### src/hdl/ssg_pkg.sv
package ssg_pkg;

	// defaults for the top-level parameters
	localparam int MAX_SUB_DEF   = 64;
	localparam int FRAC_BITS_DEF = 16;

	// configuration port
	localparam int CFG_IDX_W = 3;
	localparam int CFG_W     = 32;
	localparam logic [CFG_IDX_W-1:0] REG_GRID_X    = 3'd0;
	localparam logic [CFG_IDX_W-1:0] REG_GRID_Y    = 3'd1;
	localparam logic [CFG_IDX_W-1:0] REG_PITCH_X   = 3'd2;
	localparam logic [CFG_IDX_W-1:0] REG_PITCH_Y   = 3'd3;
	localparam logic [CFG_IDX_W-1:0] REG_PITCH_AVG = 3'd4;
	localparam logic [CFG_IDX_W-1:0] REG_ALIGN_TOL = 3'd5;

	// arithmetic unit widths (sized for the largest subsegment count)
	localparam int MUL_W  = 38;
	localparam int PROD_W = 2 * MUL_W;
	localparam int SQ_W   = 67;
	localparam int DIV_W  = 34;
	localparam int REM_W  = 31;
	localparam int STEP_W = 6;

	// datapath operations
	localparam logic [3:0] OP_NONE  = 4'd0;
	localparam logic [3:0] OP_SQX   = 4'd1;
	localparam logic [3:0] OP_SQY   = 4'd2;
	localparam logic [3:0] OP_SRCH  = 4'd3;
	localparam logic [3:0] OP_DIVX  = 4'd4;
	localparam logic [3:0] OP_DIVY  = 4'd5;
	localparam logic [3:0] OP_CELLX = 4'd6;
	localparam logic [3:0] OP_FRACX = 4'd7;
	localparam logic [3:0] OP_CELLY = 4'd8;
	localparam logic [3:0] OP_FRACY = 4'd9;

	typedef struct packed {
		logic        func;
		logic [31:0] target_x;
		logic [31:0] target_y;
	} in_word_t;

	typedef struct packed {
		logic [31:0] point_x;
		logic [31:0] point_y;
		logic [15:0] cell_col;
		logic [15:0] cell_row;
		logic [15:0] frac_x;
		logic [15:0] frac_y;
		logic        saturated;
		logic        last_of_run;
	} out_word_t;

	typedef struct packed {
		logic [3:0] op;
		logic       go;
		logic       fin;
		logic       load;
		logic       step;
		logic       emit;
		logic       finish;
	} cmd_t;

	typedef struct packed {
		logic mul_busy;
		logic div_busy;
		logic mul_done;
		logic div_done;
		logic srch_end;
		logic n_zero;
		logic last;
		logic clamp_x;
		logic clamp_y;
		logic out_full;
	} sts_t;

	// a pitch register holding zero acts as one
	function automatic logic [REM_W-1:0] pitch_of(input logic [REM_W-1:0] r);
		pitch_of = (r == '0) ? REM_W'(1) : r;
	endfunction

endpackage

### src/hdl/ssg_mul.sv
module ssg_mul (
	input  logic                     clk,
	input  logic                     arst_n,
	input  logic                     start,
	input  logic [ssg_pkg::MUL_W-1:0] a,
	input  logic [ssg_pkg::MUL_W-1:0] b,
	output logic                     busy,
	output logic                     done,
	output logic [ssg_pkg::PROD_W-1:0] prod
);
	import ssg_pkg::*;

	logic [MUL_W:0]    hi_q;
	logic [MUL_W-1:0]  lo_q;
	logic [MUL_W-1:0]  a_q;
	logic [STEP_W-1:0] cnt_q;
	logic              busy_q;
	logic              done_q;
	logic [MUL_W:0]    sum;

	// shift-add, one multiplier bit a cycle
	assign sum = hi_q + (lo_q[0] ? {1'b0, a_q} : '0);

	always_ff @(posedge clk or negedge arst_n) begin
		if (!arst_n) begin
			busy_q <= 1'b0;
			done_q <= 1'b0;
			cnt_q  <= '0;
		end else begin
			done_q <= 1'b0;
			if (start) begin
				busy_q <= 1'b1;
				cnt_q  <= STEP_W'(MUL_W);
			end else if (busy_q) begin
				cnt_q <= cnt_q - 1'b1;
				if (cnt_q == STEP_W'(1)) begin
					busy_q <= 1'b0;
					done_q <= 1'b1;
				end
			end
		end
	end

	always_ff @(posedge clk) begin
		if (start) begin
			a_q  <= a;
			hi_q <= '0;
			lo_q <= b;
		end else if (busy_q) begin
			hi_q <= {1'b0, sum[MUL_W:1]};
			lo_q <= {sum[0], lo_q[MUL_W-1:1]};
		end
	end

	assign busy = busy_q;
	assign done = done_q;
	assign prod = {hi_q[MUL_W-1:0], lo_q};
endmodule

### src/hdl/ssg_div.sv
module ssg_div (
	input  logic                      clk,
	input  logic                      arst_n,
	input  logic                      start,
	input  logic [ssg_pkg::REM_W-1:0]  rem_init,
	input  logic [ssg_pkg::DIV_W-1:0]  dividend,
	input  logic [ssg_pkg::REM_W-1:0]  divisor,
	input  logic [ssg_pkg::STEP_W-1:0] steps,
	output logic                      busy,
	output logic                      done,
	output logic [ssg_pkg::DIV_W-1:0]  quot,
	output logic [ssg_pkg::REM_W-1:0]  rem
);
	import ssg_pkg::*;

	logic [REM_W-1:0]  r_q;
	logic [DIV_W-1:0]  d_q;
	logic [REM_W-1:0]  dv_q;
	logic [STEP_W-1:0] cnt_q;
	logic              busy_q;
	logic              done_q;
	logic [REM_W:0]    trial;
	logic [REM_W:0]    diff;
	logic              qbit;

	// restoring long division, one quotient bit a cycle
	assign trial = {r_q, d_q[DIV_W-1]};
	assign diff  = trial - {1'b0, dv_q};
	assign qbit  = (trial >= {1'b0, dv_q});

	always_ff @(posedge clk or negedge arst_n) begin
		if (!arst_n) begin
			busy_q <= 1'b0;
			done_q <= 1'b0;
			cnt_q  <= '0;
		end else begin
			done_q <= 1'b0;
			if (start) begin
				busy_q <= 1'b1;
				cnt_q  <= steps;
			end else if (busy_q) begin
				cnt_q <= cnt_q - 1'b1;
				if (cnt_q == STEP_W'(1)) begin
					busy_q <= 1'b0;
					done_q <= 1'b1;
				end
			end
		end
	end

	always_ff @(posedge clk) begin
		if (start) begin
			r_q  <= rem_init;
			d_q  <= dividend;
			dv_q <= divisor;
		end else if (busy_q) begin
			r_q <= qbit ? diff[REM_W-1:0] : trial[REM_W-1:0];
			d_q <= {d_q[DIV_W-2:0], qbit};
		end
	end

	assign busy = busy_q;
	assign done = done_q;
	assign quot = d_q;
	assign rem  = r_q;
endmodule

### src/hdl/ssg_dp.sv
module ssg_dp #(
	parameter int MAX_SUBSEGMENTS = ssg_pkg::MAX_SUB_DEF,
	parameter int FRAC_BITS       = ssg_pkg::FRAC_BITS_DEF
) (
	input  logic                         clk,
	input  logic                         arst_n,
	input  logic                         cfg_we,
	input  logic [ssg_pkg::CFG_IDX_W-1:0] cfg_index,
	input  logic [ssg_pkg::CFG_W-1:0]     cfg_data,
	input  ssg_pkg::in_word_t             in_data,
	input  ssg_pkg::cmd_t                 cmd,
	output ssg_pkg::sts_t                 sts,
	output logic                         out_valid,
	input  logic                         out_stall,
	output ssg_pkg::out_word_t            out_data
);
	import ssg_pkg::*;

	localparam int N_W = $clog2(MAX_SUBSEGMENTS + 2);
	localparam logic [N_W-1:0] N_MAX  = N_W'(MAX_SUBSEGMENTS);
	localparam logic [N_W-1:0] N_NONE = N_W'(MAX_SUBSEGMENTS + 1);

	// configuration registers
	logic [31:0]      gsx_q, gsy_q;
	logic [REM_W-1:0] ptx_cfg_q, pty_cfg_q, pavg_q, tol_q;

	// item state
	logic [31:0]        prev_x_q, prev_y_q, tgt_x_q, tgt_y_q;
	logic signed [32:0] dx_q, dy_q;
	logic [REM_W-1:0]   pitch_q;
	logic [SQ_W-1:0]    dsq_q;
	logic [N_W-1:0]     lo_q, hi_q, i_q, rdx_q, rdy_q, rx_q, ry_q;
	logic [31:0]        qdx_q, qdy_q, pt_x_q, pt_y_q;
	logic [15:0]        cx_q, cy_q, fx_q, fy_q;
	logic               clx_q, cly_q;
	logic [REM_W-1:0]   rloc_q;
	logic               out_valid_q;
	out_word_t          out_q;

	// unit wiring
	logic                mul_start, mul_busy, mul_done;
	logic [MUL_W-1:0]    mul_a;
	logic [PROD_W-1:0]   prod;
	logic                div_start, div_busy, div_done;
	logic [REM_W-1:0]    div_rinit, div_dvs, div_rem;
	logic [DIV_W-1:0]    div_dvd, div_quot;
	logic [STEP_W-1:0]   div_steps;

	// derived values
	logic [32:0]        adx, ady;
	logic [REM_W-1:0]   px_eff, py_eff, sel_pitch;
	logic [N_W:0]       mid_sum;
	logic [N_W-1:0]     mid, n_val;
	logic [N_W+REM_W-1:0] kp;
	logic               sat;
	logic signed [32:0] offx, offy, off_cur;
	logic [32:0]        aoff_x, aoff_y;
	logic               div_neg;
	logic               ra_nz;
	logic [35:0]        cmag;
	logic signed [35:0] cval;
	logic [REM_W-1:0]   cur_pitch;
	logic [N_W-1:0]     rd_adj;
	logic [31:0]        qd_adj;
	logic [N_W:0]       rsx, rsy;
	logic               cyx, cyy;
	logic [15:0]        frac16;

	assign adx = dx_q[32] ? 33'(-dx_q) : 33'(dx_q);
	assign ady = dy_q[32] ? 33'(-dy_q) : 33'(dy_q);
	assign px_eff = pitch_of(ptx_cfg_q);
	assign py_eff = pitch_of(pty_cfg_q);

	// pitch choice by axis alignment
	always_comb begin
		if (adx <= {2'b0, tol_q})
			sel_pitch = py_eff;
		else if (ady <= {2'b0, tol_q})
			sel_pitch = px_eff;
		else
			sel_pitch = pitch_of(pavg_q);
	end

	// binary search over the subsegment count
	assign mid_sum = {1'b0, lo_q} + {1'b0, hi_q};
	assign mid     = mid_sum[N_W:1];
	assign kp      = mid * pitch_q;
	assign sat     = (lo_q == N_NONE);
	assign n_val   = sat ? N_MAX : lo_q;

	// grid offsets of the current point
	assign offx   = $signed({pt_x_q[31], pt_x_q}) - $signed({gsx_q[31], gsx_q});
	assign offy   = $signed({pt_y_q[31], pt_y_q}) - $signed({gsy_q[31], gsy_q});
	assign aoff_x = offx[32] ? 33'(-offx) : 33'(offx);
	assign aoff_y = offy[32] ? 33'(-offy) : 33'(offy);

	// operand selection for the units
	always_comb begin
		mul_start = cmd.go && (cmd.op == OP_SQX || cmd.op == OP_SQY || cmd.op == OP_SRCH);
		div_start = 1'b0;
		div_rinit = '0;
		div_dvd   = '0;
		div_dvs   = px_eff;
		div_steps = STEP_W'(DIV_W);
		case (cmd.op)
			OP_SQX:  mul_a = MUL_W'(adx);
			OP_SQY:  mul_a = MUL_W'(ady);
			default: mul_a = MUL_W'(kp);
		endcase
		case (cmd.op)
			OP_DIVX: begin
				div_start = cmd.go;
				div_dvd   = DIV_W'(adx);
				div_dvs   = REM_W'(n_val);
			end
			OP_DIVY: begin
				div_start = cmd.go;
				div_dvd   = DIV_W'(ady);
				div_dvs   = REM_W'(n_val);
			end
			OP_CELLX: begin
				div_start = cmd.go;
				div_dvd   = DIV_W'(aoff_x);
			end
			OP_FRACX: begin
				div_start = cmd.go;
				div_rinit = rloc_q;
				div_steps = STEP_W'(FRAC_BITS);
			end
			OP_CELLY: begin
				div_start = cmd.go;
				div_dvd   = DIV_W'(aoff_y);
				div_dvs   = py_eff;
			end
			OP_FRACY: begin
				div_start = cmd.go;
				div_rinit = rloc_q;
				div_dvs   = py_eff;
				div_steps = STEP_W'(FRAC_BITS);
			end
			default: ;
		endcase
	end

	ssg_mul u_mul (
		.clk   (clk),
		.arst_n(arst_n),
		.start (mul_start),
		.a     (mul_a),
		.b     (mul_a),
		.busy  (mul_busy),
		.done  (mul_done),
		.prod  (prod)
	);

	ssg_div u_div (
		.clk     (clk),
		.arst_n  (arst_n),
		.start   (div_start),
		.rem_init(div_rinit),
		.dividend(div_dvd),
		.divisor (div_dvs),
		.steps   (div_steps),
		.busy    (div_busy),
		.done    (div_done),
		.quot    (div_quot),
		.rem     (div_rem)
	);

	// floor correction of a sign-magnitude quotient
	always_comb begin
		case (cmd.op)
			OP_DIVX:  div_neg = dx_q[32];
			OP_DIVY:  div_neg = dy_q[32];
			OP_CELLX: div_neg = offx[32];
			default:  div_neg = offy[32];
		endcase
		cur_pitch = (cmd.op == OP_CELLY) ? py_eff : px_eff;
		ra_nz  = (div_rem != '0);
		cmag   = {2'b0, div_quot} + 36'(div_neg && ra_nz);
		cval   = div_neg ? -$signed(cmag) : $signed(cmag);
		qd_adj = cval[31:0];
		rd_adj = (div_neg && ra_nz) ? n_val - div_rem[N_W-1:0] : div_rem[N_W-1:0];
	end

	// remainder carry of the running quotients
	assign rsx = {1'b0, rx_q} + {1'b0, rdx_q};
	assign rsy = {1'b0, ry_q} + {1'b0, rdy_q};
	assign cyx = (rsx >= {1'b0, n_val});
	assign cyy = (rsy >= {1'b0, n_val});

	// fraction aligned to 16 bits
	generate
		if (FRAC_BITS >= 16) begin : g_frac_trunc
			assign frac16 = div_quot[FRAC_BITS-1 -: 16];
		end else begin : g_frac_fill
			assign frac16 = {div_quot[FRAC_BITS-1:0], {(16 - FRAC_BITS){1'b0}}};
		end
	endgenerate

	// configuration and last point
	always_ff @(posedge clk or negedge arst_n) begin
		if (!arst_n) begin
			gsx_q     <= '0;
			gsy_q     <= '0;
			ptx_cfg_q <= REM_W'(65536);
			pty_cfg_q <= REM_W'(65536);
			pavg_q    <= REM_W'(65536);
			tol_q     <= '0;
			prev_x_q  <= '0;
			prev_y_q  <= '0;
		end else begin
			if (cfg_we) begin
				unique case (cfg_index)
					REG_GRID_X:    gsx_q     <= cfg_data;
					REG_GRID_Y:    gsy_q     <= cfg_data;
					REG_PITCH_X:   ptx_cfg_q <= cfg_data[REM_W-1:0];
					REG_PITCH_Y:   pty_cfg_q <= cfg_data[REM_W-1:0];
					REG_PITCH_AVG: pavg_q    <= cfg_data[REM_W-1:0];
					REG_ALIGN_TOL: tol_q     <= cfg_data[REM_W-1:0];
					default: ;
				endcase
			end
			if (cmd.load && !in_data.func) begin
				prev_x_q <= in_data.target_x;
				prev_y_q <= in_data.target_y;
			end else if (cmd.finish) begin
				prev_x_q <= tgt_x_q;
				prev_y_q <= tgt_y_q;
			end
		end
	end

	// working registers
	always_ff @(posedge clk) begin
		if (cmd.load) begin
			tgt_x_q <= in_data.target_x;
			tgt_y_q <= in_data.target_y;
			dx_q    <= $signed({in_data.target_x[31], in_data.target_x})
				- $signed({prev_x_q[31], prev_x_q});
			dy_q    <= $signed({in_data.target_y[31], in_data.target_y})
				- $signed({prev_y_q[31], prev_y_q});
		end
		if (cmd.fin) begin
			case (cmd.op)
				OP_SQX: begin
					dsq_q   <= prod[SQ_W-1:0];
					pitch_q <= sel_pitch;
				end
				OP_SQY: begin
					dsq_q <= dsq_q + prod[SQ_W-1:0];
					lo_q  <= '0;
					hi_q  <= N_NONE;
				end
				OP_SRCH: begin
					if (prod >= PROD_W'(dsq_q))
						hi_q <= mid;
					else
						lo_q <= mid + 1'b1;
				end
				OP_DIVX: begin
					qdx_q <= qd_adj;
					rdx_q <= rd_adj;
				end
				OP_DIVY: begin
					qdy_q  <= qd_adj;
					rdy_q  <= rd_adj;
					i_q    <= '0;
					rx_q   <= '0;
					ry_q   <= '0;
					pt_x_q <= prev_x_q;
					pt_y_q <= prev_y_q;
				end
				OP_CELLX, OP_CELLY: begin
					rloc_q <= (div_neg && ra_nz) ? cur_pitch - div_rem : div_rem;
					if (cval < -36'sd32768) begin
						if (cmd.op == OP_CELLX) begin
							cx_q <= 16'h8000; fx_q <= '0; clx_q <= 1'b1;
						end else begin
							cy_q <= 16'h8000; fy_q <= '0; cly_q <= 1'b1;
						end
					end else if (cval > 36'sd32767) begin
						if (cmd.op == OP_CELLX) begin
							cx_q <= 16'h7fff; fx_q <= 16'hffff; clx_q <= 1'b1;
						end else begin
							cy_q <= 16'h7fff; fy_q <= 16'hffff; cly_q <= 1'b1;
						end
					end else begin
						if (cmd.op == OP_CELLX) begin
							cx_q <= cval[15:0]; clx_q <= 1'b0;
						end else begin
							cy_q <= cval[15:0]; cly_q <= 1'b0;
						end
					end
				end
				OP_FRACX: fx_q <= frac16;
				OP_FRACY: fy_q <= frac16;
				default: ;
			endcase
		end
		// advance to the next subsegment end
		if (cmd.step) begin
			i_q    <= i_q + 1'b1;
			rx_q   <= cyx ? N_W'(rsx - {1'b0, n_val}) : rsx[N_W-1:0];
			ry_q   <= cyy ? N_W'(rsy - {1'b0, n_val}) : rsy[N_W-1:0];
			pt_x_q <= pt_x_q + qdx_q + 32'(cyx);
			pt_y_q <= pt_y_q + qdy_q + 32'(cyy);
		end
		if (cmd.emit) begin
			out_q.point_x     <= pt_x_q;
			out_q.point_y     <= pt_y_q;
			out_q.cell_col    <= cx_q;
			out_q.cell_row    <= cy_q;
			out_q.frac_x      <= fx_q;
			out_q.frac_y      <= fy_q;
			out_q.saturated   <= sat;
			out_q.last_of_run <= (i_q == n_val);
		end
	end

	// output register valid
	always_ff @(posedge clk or negedge arst_n) begin
		if (!arst_n)
			out_valid_q <= 1'b0;
		else if (cmd.emit)
			out_valid_q <= 1'b1;
		else if (!out_stall)
			out_valid_q <= 1'b0;
	end

	always_comb begin
		sts.mul_busy = mul_busy;
		sts.div_busy = div_busy;
		sts.mul_done = mul_done;
		sts.div_done = div_done;
		sts.srch_end = (lo_q == hi_q);
		sts.n_zero   = (n_val == '0);
		sts.last     = (i_q == n_val);
		sts.clamp_x  = clx_q;
		sts.clamp_y  = cly_q;
		sts.out_full = out_valid_q && out_stall;
	end

	assign out_valid = out_valid_q;
	assign out_data  = out_q;
endmodule

### src/hdl/ssg_ctrl.sv
module ssg_ctrl (
	input  logic          clk,
	input  logic          arst_n,
	input  logic          in_valid,
	input  logic          func,
	output logic          in_stall,
	input  ssg_pkg::sts_t sts,
	output ssg_pkg::cmd_t cmd
);
	import ssg_pkg::*;

	localparam logic [4:0] S_IDLE    = 5'd0;
	localparam logic [4:0] S_SQX_GO  = 5'd1;
	localparam logic [4:0] S_SQX_W   = 5'd2;
	localparam logic [4:0] S_SQY_GO  = 5'd3;
	localparam logic [4:0] S_SQY_W   = 5'd4;
	localparam logic [4:0] S_SRCH_GO = 5'd5;
	localparam logic [4:0] S_SRCH_W  = 5'd6;
	localparam logic [4:0] S_DIVX_GO = 5'd7;
	localparam logic [4:0] S_DIVX_W  = 5'd8;
	localparam logic [4:0] S_DIVY_GO = 5'd9;
	localparam logic [4:0] S_DIVY_W  = 5'd10;
	localparam logic [4:0] S_STEP    = 5'd11;
	localparam logic [4:0] S_CX_GO   = 5'd12;
	localparam logic [4:0] S_CX_W    = 5'd13;
	localparam logic [4:0] S_FX_GO   = 5'd14;
	localparam logic [4:0] S_FX_W    = 5'd15;
	localparam logic [4:0] S_CY_GO   = 5'd16;
	localparam logic [4:0] S_CY_W    = 5'd17;
	localparam logic [4:0] S_FY_GO   = 5'd18;
	localparam logic [4:0] S_FY_W    = 5'd19;
	localparam logic [4:0] S_EMIT    = 5'd20;

	logic [4:0] state_q, state_nxt;

	always_ff @(posedge clk or negedge arst_n) begin
		if (!arst_n)
			state_q <= S_IDLE;
		else
			state_q <= state_nxt;
	end

	// sequencing of one item
	always_comb begin
		cmd       = '0;
		cmd.op    = OP_NONE;
		state_nxt = state_q;
		in_stall  = (state_q != S_IDLE);
		unique case (state_q)
			S_IDLE: begin
				if (in_valid) begin
					cmd.load = 1'b1;
					if (func)
						state_nxt = S_SQX_GO;
				end
			end
			S_SQX_GO: begin
				cmd.op = OP_SQX; cmd.go = 1'b1; state_nxt = S_SQX_W;
			end
			S_SQX_W: begin
				cmd.op = OP_SQX;
				if (sts.mul_done) begin
					cmd.fin = 1'b1; state_nxt = S_SQY_GO;
				end
			end
			S_SQY_GO: begin
				cmd.op = OP_SQY; cmd.go = 1'b1; state_nxt = S_SQY_W;
			end
			S_SQY_W: begin
				cmd.op = OP_SQY;
				if (sts.mul_done) begin
					cmd.fin = 1'b1; state_nxt = S_SRCH_GO;
				end
			end
			S_SRCH_GO: begin
				if (sts.srch_end) begin
					if (sts.n_zero) begin
						cmd.finish = 1'b1; state_nxt = S_IDLE;
					end else begin
						state_nxt = S_DIVX_GO;
					end
				end else begin
					cmd.op = OP_SRCH; cmd.go = 1'b1; state_nxt = S_SRCH_W;
				end
			end
			S_SRCH_W: begin
				cmd.op = OP_SRCH;
				if (sts.mul_done) begin
					cmd.fin = 1'b1; state_nxt = S_SRCH_GO;
				end
			end
			S_DIVX_GO: begin
				cmd.op = OP_DIVX; cmd.go = 1'b1; state_nxt = S_DIVX_W;
			end
			S_DIVX_W: begin
				cmd.op = OP_DIVX;
				if (sts.div_done) begin
					cmd.fin = 1'b1; state_nxt = S_DIVY_GO;
				end
			end
			S_DIVY_GO: begin
				cmd.op = OP_DIVY; cmd.go = 1'b1; state_nxt = S_DIVY_W;
			end
			S_DIVY_W: begin
				cmd.op = OP_DIVY;
				if (sts.div_done) begin
					cmd.fin = 1'b1; state_nxt = S_STEP;
				end
			end
			S_STEP: begin
				cmd.step = 1'b1; state_nxt = S_CX_GO;
			end
			S_CX_GO: begin
				cmd.op = OP_CELLX; cmd.go = 1'b1; state_nxt = S_CX_W;
			end
			S_CX_W: begin
				cmd.op = OP_CELLX;
				if (sts.div_done) begin
					cmd.fin = 1'b1; state_nxt = S_FX_GO;
				end
			end
			S_FX_GO: begin
				if (sts.clamp_x) begin
					state_nxt = S_CY_GO;
				end else begin
					cmd.op = OP_FRACX; cmd.go = 1'b1; state_nxt = S_FX_W;
				end
			end
			S_FX_W: begin
				cmd.op = OP_FRACX;
				if (sts.div_done) begin
					cmd.fin = 1'b1; state_nxt = S_CY_GO;
				end
			end
			S_CY_GO: begin
				cmd.op = OP_CELLY; cmd.go = 1'b1; state_nxt = S_CY_W;
			end
			S_CY_W: begin
				cmd.op = OP_CELLY;
				if (sts.div_done) begin
					cmd.fin = 1'b1; state_nxt = S_FY_GO;
				end
			end
			S_FY_GO: begin
				if (sts.clamp_y) begin
					state_nxt = S_EMIT;
				end else begin
					cmd.op = OP_FRACY; cmd.go = 1'b1; state_nxt = S_FY_W;
				end
			end
			S_FY_W: begin
				cmd.op = OP_FRACY;
				if (sts.div_done) begin
					cmd.fin = 1'b1; state_nxt = S_EMIT;
				end
			end
			S_EMIT: begin
				if (!sts.out_full) begin
					cmd.emit = 1'b1;
					if (sts.last) begin
						cmd.finish = 1'b1; state_nxt = S_IDLE;
					end else begin
						state_nxt = S_STEP;
					end
				end
			end
			default: state_nxt = S_IDLE;
		endcase
	end
endmodule

### src/hdl/segment_split_grid_locate.sv
// Splits a tool-path move into up to MAX_SUBSEGMENTS equal subsegments and
// gives for each end point its probe-grid cell and the Q0.16 position inside
// the cell. A jump word is taken without leaving the idle state. A chain word
// is worked on alone: two squarings, a binary search for the count of at most
// seven further squarings, two divisions, then per subsegment two cell
// divisions and two FRAC_BITS-bit fraction divisions, all on one shared
// shift-add multiplier and one shared restoring divider. A fraction division
// is skipped where a cell is clamped off the grid, and the work waits in the
// emit state while the output register is full. The next input word is taken
// while the last result still waits in the output register.
module segment_split_grid_locate #(
	parameter int MAX_SUBSEGMENTS = ssg_pkg::MAX_SUB_DEF,
	parameter int FRAC_BITS       = ssg_pkg::FRAC_BITS_DEF
) (
	input  logic                         clk,
	input  logic                         arst_n,
	input  logic                         cfg_we,
	input  logic [ssg_pkg::CFG_IDX_W-1:0] cfg_index,
	input  logic [ssg_pkg::CFG_W-1:0]     cfg_data,
	input  logic                         in_valid,
	output logic                         in_stall,
	input  ssg_pkg::in_word_t             in_data,
	output logic                         out_valid,
	input  logic                         out_stall,
	output ssg_pkg::out_word_t            out_data
);
	import ssg_pkg::*;

	cmd_t cmd;
	sts_t sts;

	ssg_ctrl u_ctrl (
		.clk     (clk),
		.arst_n  (arst_n),
		.in_valid(in_valid),
		.func    (in_data.func),
		.in_stall(in_stall),
		.sts     (sts),
		.cmd     (cmd)
	);

	ssg_dp #(
		.MAX_SUBSEGMENTS(MAX_SUBSEGMENTS),
		.FRAC_BITS      (FRAC_BITS)
	) u_dp (
		.clk      (clk),
		.arst_n   (arst_n),
		.cfg_we   (cfg_we),
		.cfg_index(cfg_index),
		.cfg_data (cfg_data),
		.in_data  (in_data),
		.cmd      (cmd),
		.sts      (sts),
		.out_valid(out_valid),
		.out_stall(out_stall),
		.out_data (out_data)
	);

	// the two shared units never run together
	a_units_excl: assert property (@(posedge clk) disable iff (!arst_n)
		!(sts.mul_busy && sts.div_busy))
		else $error("multiplier and divider busy together");

	// a word is only taken with both units idle
	a_accept_idle: assert property (@(posedge clk) disable iff (!arst_n)
		(in_valid && !in_stall) |-> (!sts.mul_busy && !sts.div_busy))
		else $error("input taken while arithmetic busy");

	// a result never overwrites one still waiting
	a_emit_free: assert property (@(posedge clk) disable iff (!arst_n)
		cmd.emit |-> !sts.out_full)
		else $error("output register overwritten");

	// a result step follows only a finished search
	a_step_after_search: assert property (@(posedge clk) disable iff (!arst_n)
		cmd.step |-> (sts.srch_end && !sts.n_zero))
		else $error("subsegment step without a count");
endmodule
### config.mk
export PLATFORM = sky130hd
export DESIGN_NAME = segment_split_grid_locate
export DESIGN_NICKNAME = d
export VERILOG_FILES = /design/src/hdl/ssg_pkg.sv /design/src/hdl/ssg_mul.sv /design/src/hdl/ssg_div.sv /design/src/hdl/ssg_dp.sv /design/src/hdl/ssg_ctrl.sv /design/src/hdl/segment_split_grid_locate.sv
export SDC_FILE = /design/constraint.sdc
export NUM_CORES = 2
export LEC_CHECK = 0
export BUFFER_PORTS_ARGS = -buffer_cell sky130_fd_sc_hd__buf_2
export CAP_MARGIN = 10
export CORE_MARGIN = 2
export CORE_UTILIZATION = 55
export CTS_BUF_LIST = sky130_fd_sc_hd__clkbuf_4
export CTS_CLUSTER_SIZE = 10
export DETAILED_ROUTE_END_ITERATION = 10
export PLACE_DENSITY = 0.74
export REMOVE_ABC_BUFFERS = 1
export SKIP_CTS_REPAIR_TIMING = 1
export SLEW_MARGIN = 5
export SYNTH_ARGS = -nofsm -noshare
export SYNTH_HDL_FRONTEND = slang
export SYNTH_HIERARCHICAL = 1
export SYNTH_SLANG_ARGS = --single-unit
### constraint.sdc
create_clock -name clk -period 11.75 [get_ports clk]
set_input_delay 2.35 -clock clk [delete_from_list [all_inputs] [get_ports clk]]
set_output_delay 2.35 -clock clk [all_outputs]
set_load 0.05 [all_outputs]
== Word level (Yosys, flattened, before mapping) ==
Index checks and enable logic that the tools add are counted.

* Flip-flop bits (word level): 1116
* Output and inout bits: 132
* Word-level logic and storage cells: 343

* Add/sub/neg operators: 28
* Multipliers: 1
* $lt $le $gt $ge: 8
* Equal/unequal tests: 59
* Muxes and demuxes: 131
* Bitwise gates (word level): 1
* Reductions and logical operators: 61

{| class="wikitable"
|+ Operators by type and width
! operator !! number
|-
| two-way mux 31 bit || 11
|-
| two-way mux 32 bit || 10
|-
| two-way mux 16 bit || 18
|-
| one-hot mux 67 bit (2 select lines) || 1
|-
| two-way mux 33 bit || 4
|-
| negation 33 bit || 4
|-
| one-hot mux 33 bit (4 select lines) || 1
|-
| subtractor 32 x 32 -> 33 bit || 4
|-
| two-way mux 38 bit || 3
|-
| one-hot mux 5 bit (20 select lines) || 1
|-
| logical NOT 31 bit || 3
|-
| two-way mux 7 bit || 11
|-
| >= comparator 76 x 67 -> 1 bit || 1
|-
| one-hot mux 38 bit (2 select lines) || 1
|-
| two-way mux 5 bit || 14
|-
| two-way mux 34 bit || 2
|-
| adder 67 bit || 1
|-
| <= comparator 33 x 31 -> 1 bit || 2
|-
| adder 32 x 1 -> 32 bit || 2
|-
| adder 32 bit || 2
|-
| one-hot mux 16 bit (2 select lines) || 2
|-
| one-hot mux 31 bit (2 select lines) || 1
|-
| subtractor 31 bit || 2
|-
| one-hot mux 4 bit (12 select lines) || 1
|-
| other kinds (59) || 187
|}

== Logic depth before layout (Yosys ltp) ==
* Depth after elaboration: 13
* Depth in mapped cells: 36
* Mapped depth without buffers: 30

== Modules after synthesis ==
Netlist, hierarchy kept.

{| class="wikitable"
|+ By module, submodules not included
! module !! times used !! cells each !! area an instance (um^2) !! sequential area each (um^2)
|-
| ssg_dp || 1 || 6748 || 65527.8 || 25313.0
|-
| ssg_mul || 1 || 616 || 6730.2 || 3243.1
|-
| ssg_div || 1 || 565 || 6175.9 || 3083.0
|-
| ssg_ctrl || 1 || 104 || 753.2 || 125.1
|}

== Worst setup path before layout ==
Ideal clock, no wire load.

* Path type: input -> register
* Start: input out_stall
* End: register u_dp.prev_y_q[25]
* Library setup time: 0.135 ns
* Arrival time: 9.378 ns
* Required time: 11.615 ns
* Path slack: 2.238 ns
* Stages: 8
* Path buffers: 2
* Cells stage by stage: and2_1 nor2_1 nand2_1 o21ai_0 clkbuf_1 clkbuf_1 mux2i_1 o21ai_0

{| class="wikitable"
|+ RTL lines
! element !! RTL line !! RTL
|-
| from (decl) || segment_split_grid_locate.sv:24 || <nowiki>input logic out_stall,</nowiki>
|-
| to (signal assigned) || ssg_dp.sv:226 || <nowiki>prev_y_q <= in_data.target_y;</nowiki>
|-
| to (signal assigned) || ssg_dp.sv:229 || <nowiki>prev_y_q <= tgt_y_q;</nowiki>
|-
| to (decl) || ssg_dp.sv:28 || <nowiki>logic [31:0] prev_x_q, prev_y_q, tgt_x_q, tgt_y_q;</nowiki>
|}

==> flow_summary.ini <==
[finish]
syn2layout_area_growth_pct = 8.82
nNetsFinal = 9212
seq_area_um2 = 31800
multi_input_area_um2 = 43800
post_route_cells_drive_above_1_share_pct = 13.6
final_util_pct = 60.1
nFillCells = 12200

[die]
start_util_pct = 55.2
die_w_um = 383
top_level_ports = 237
die-area_um2 = 147000
core-area_um2 = 143000
rows = 139
die-height_um = 383

[yosys]
syn_avg_cell_area_um2 = 9.86
synth_cells = 8031
netlist_area_um2 = 79200
yosysWarnings = 6

[critical_path]
cp_data_arrival_time_ns = 11.89
cp-start-kind = flop
endpoint_kind = flop
required_ns = 12.65
critPathKind = flop to flop
cp_max_fo = 21

[global_route]
grt.overflow.total = 0
first_global_vias = 62900
antenna_found_initial = 9
grt_pass1_wl_mm = 374
gr-usage-all-layers_pct = 33.3
grt_start_max_net_pins = 128

[sta]
slew_headroom_pct = 12.8
drv_slew = 0
final.setup_skew_ns = 0.128
tns_ns = 0
rsz0062_at_grt = no
hold_ws_ns = 0.395
hold_viol = 0
fin_crit_sh_pct = 93.6
fmax_mhz = 91.0
worst_pin_slew_ns = 1.30
timing.final.crit_period_ns = 10.99
setup_viol = 0

[placed_design]
dp_hpwl_mm = 190
placement.io_buffers = 236
gp_congestion = 0.971

[drt]
wirelength_mm = 248
vias_per_cell = 6.16
drc_errors = 0
ant_nets = 0
first_pass_iters = 6
first_iter_violations = 6742
vias = 64600
wl_per_cell_um = 23.7

[min_path]
hold_class = flop to flop

[run]
cap_violations = 0

[cts]
worstSkewPairLatency_ns = 1.33
cts_made_buffers = 320
cts_tree = yes
path_clk_slew_ns = 0.07
htreeDepth = 5
clk_path_buf_depth = 4
clock_tree.root_cell = clkbuf_4
clock_sinks = 1116

[pwr]
power_density_nw_per_um2 = 118
p_leak_nw = 35.1
peakVddDrop_mv = 0.103

[outcome]
status = complete, no violations
==> layout make-up <==
type	count	area share (%)
multi-input cells	5940	50.8
diodes	11	0.0320
clock inverters	98	0.614
inverters	659	2.87
repair buffers	316	2.09
clock buffers	453	3.95
well taps	1903	2.76
flip-flops and latches	1116	36.9
==> critical path: stages, from the launching register on <==
cell and delay [ns]:
dfrtp_1 0.77, nor2b_1 0.36, nand4_1 0.31, o22ai_2 0.88
clkinv_1 0.83, nor2_1 0.49, nand2_1 0.33, a21oi_1 0.93
or2_2 0.32, nor2_4 0.06, ha_1 0.31, ha_1 0.29
and2_1 0.25, nand4_1 0.21, nor2_1 0.11, o31ai_1 0.79
nand2b_1 0.42, nor4_1 0.65, mux2_2 0.41, nor2_1 0.14
nand4_1 0.19, a2111oi_4 0.32, buf_4 0.32, a21oi_2 0.15
or2_1 0.28, and3_1 0.46
==> path summary, 6_finish.rpt <==
kind,end,from,slack (ns),depth (start not counted)
min reg2reg,u_dp/out_data[59],u_dp/cx_q[9],0.39,0
max in group asynchronous,u_ctrl/state_q[0],arst_n,9.20,2
max,u_dp/fy_q[15],u_ctrl/state_q[0],0.76,25
max reg2reg,u_dp/fy_q[15],u_ctrl/state_q[0],0.76,25
min in group asynchronous,u_dp/u_div/cnt_q[4],arst_n,1.09,1
min,u_dp/out_data[59],u_dp/cx_q[9],0.39,0
==> state kept, by name, summed over array words and instances, names as in the netlist, 32 cells and up <==
register	flops
u_dp/dsq_q	67
u_dp/dx_q	33
u_dp/dy_q	33
u_dp/gsx_q	32
u_dp/gsy_q	32
u_dp/out_data	130
u_dp/prev_x_q	32
u_dp/prev_y_q	32
u_dp/pt_x_q	32
u_dp/pt_y_q	32
u_dp/qdx_q	32
u_dp/qdy_q	32
u_dp/tgt_x_q	32
u_dp/tgt_y_q	32
u_dp/u_div/quot	34
u_dp/u_mul/a_q	38
u_dp/u_mul/hi_q	38
u_dp/u_mul/lo_q	38
==> routing by layer <==
layer  GRT usage [%]  share of wire [%]  vias up
met2            51.8                 45     3080
met3            6.27                8.5      534
li1                -                  -    29700
met5               0             0.0040        -
met1            44.6                 41    31300
met4            17.1                5.5        2
==> stage by stage <==
step                std cells  instance area, um^2  total power, mW  setup slack (ns)
detailed placement       9934                82200             6.56              1.00
CTS                     10500                86100             10.2             0.952
finish                  10500                86200             10.1             0.757
floorplan                7715                77800             5.92            -0.533
global route            10500                86100             10.6             0.168
global placement         9934                82200             6.50              1.24
==> cells in the final DEF, fill, tap and decap left out, types with 231 or more instances in the layout <==
cell type,instances
nand2_1,880
edfxtp_1,804
inv_1,655
ha_1,592
o21ai_0,571
clkbuf_4,453
a21oi_1,453
nor2_1,422
xnor2_1,352
dfrtp_1,271
buf_2,235
mux2_2,231
==> power breakdown <==
part / internal, mW / leakage [nW] / total, mW / switching (mW)
clock: 1.88 / 2.35 / 3.60 / 1.72
combinational: 0.761 / 22.5 / 1.99 / 1.23
sequential: 4.42 / 10.2 / 4.54 / 0.126
No activity file was read; power rests on OpenSTA's default activity.
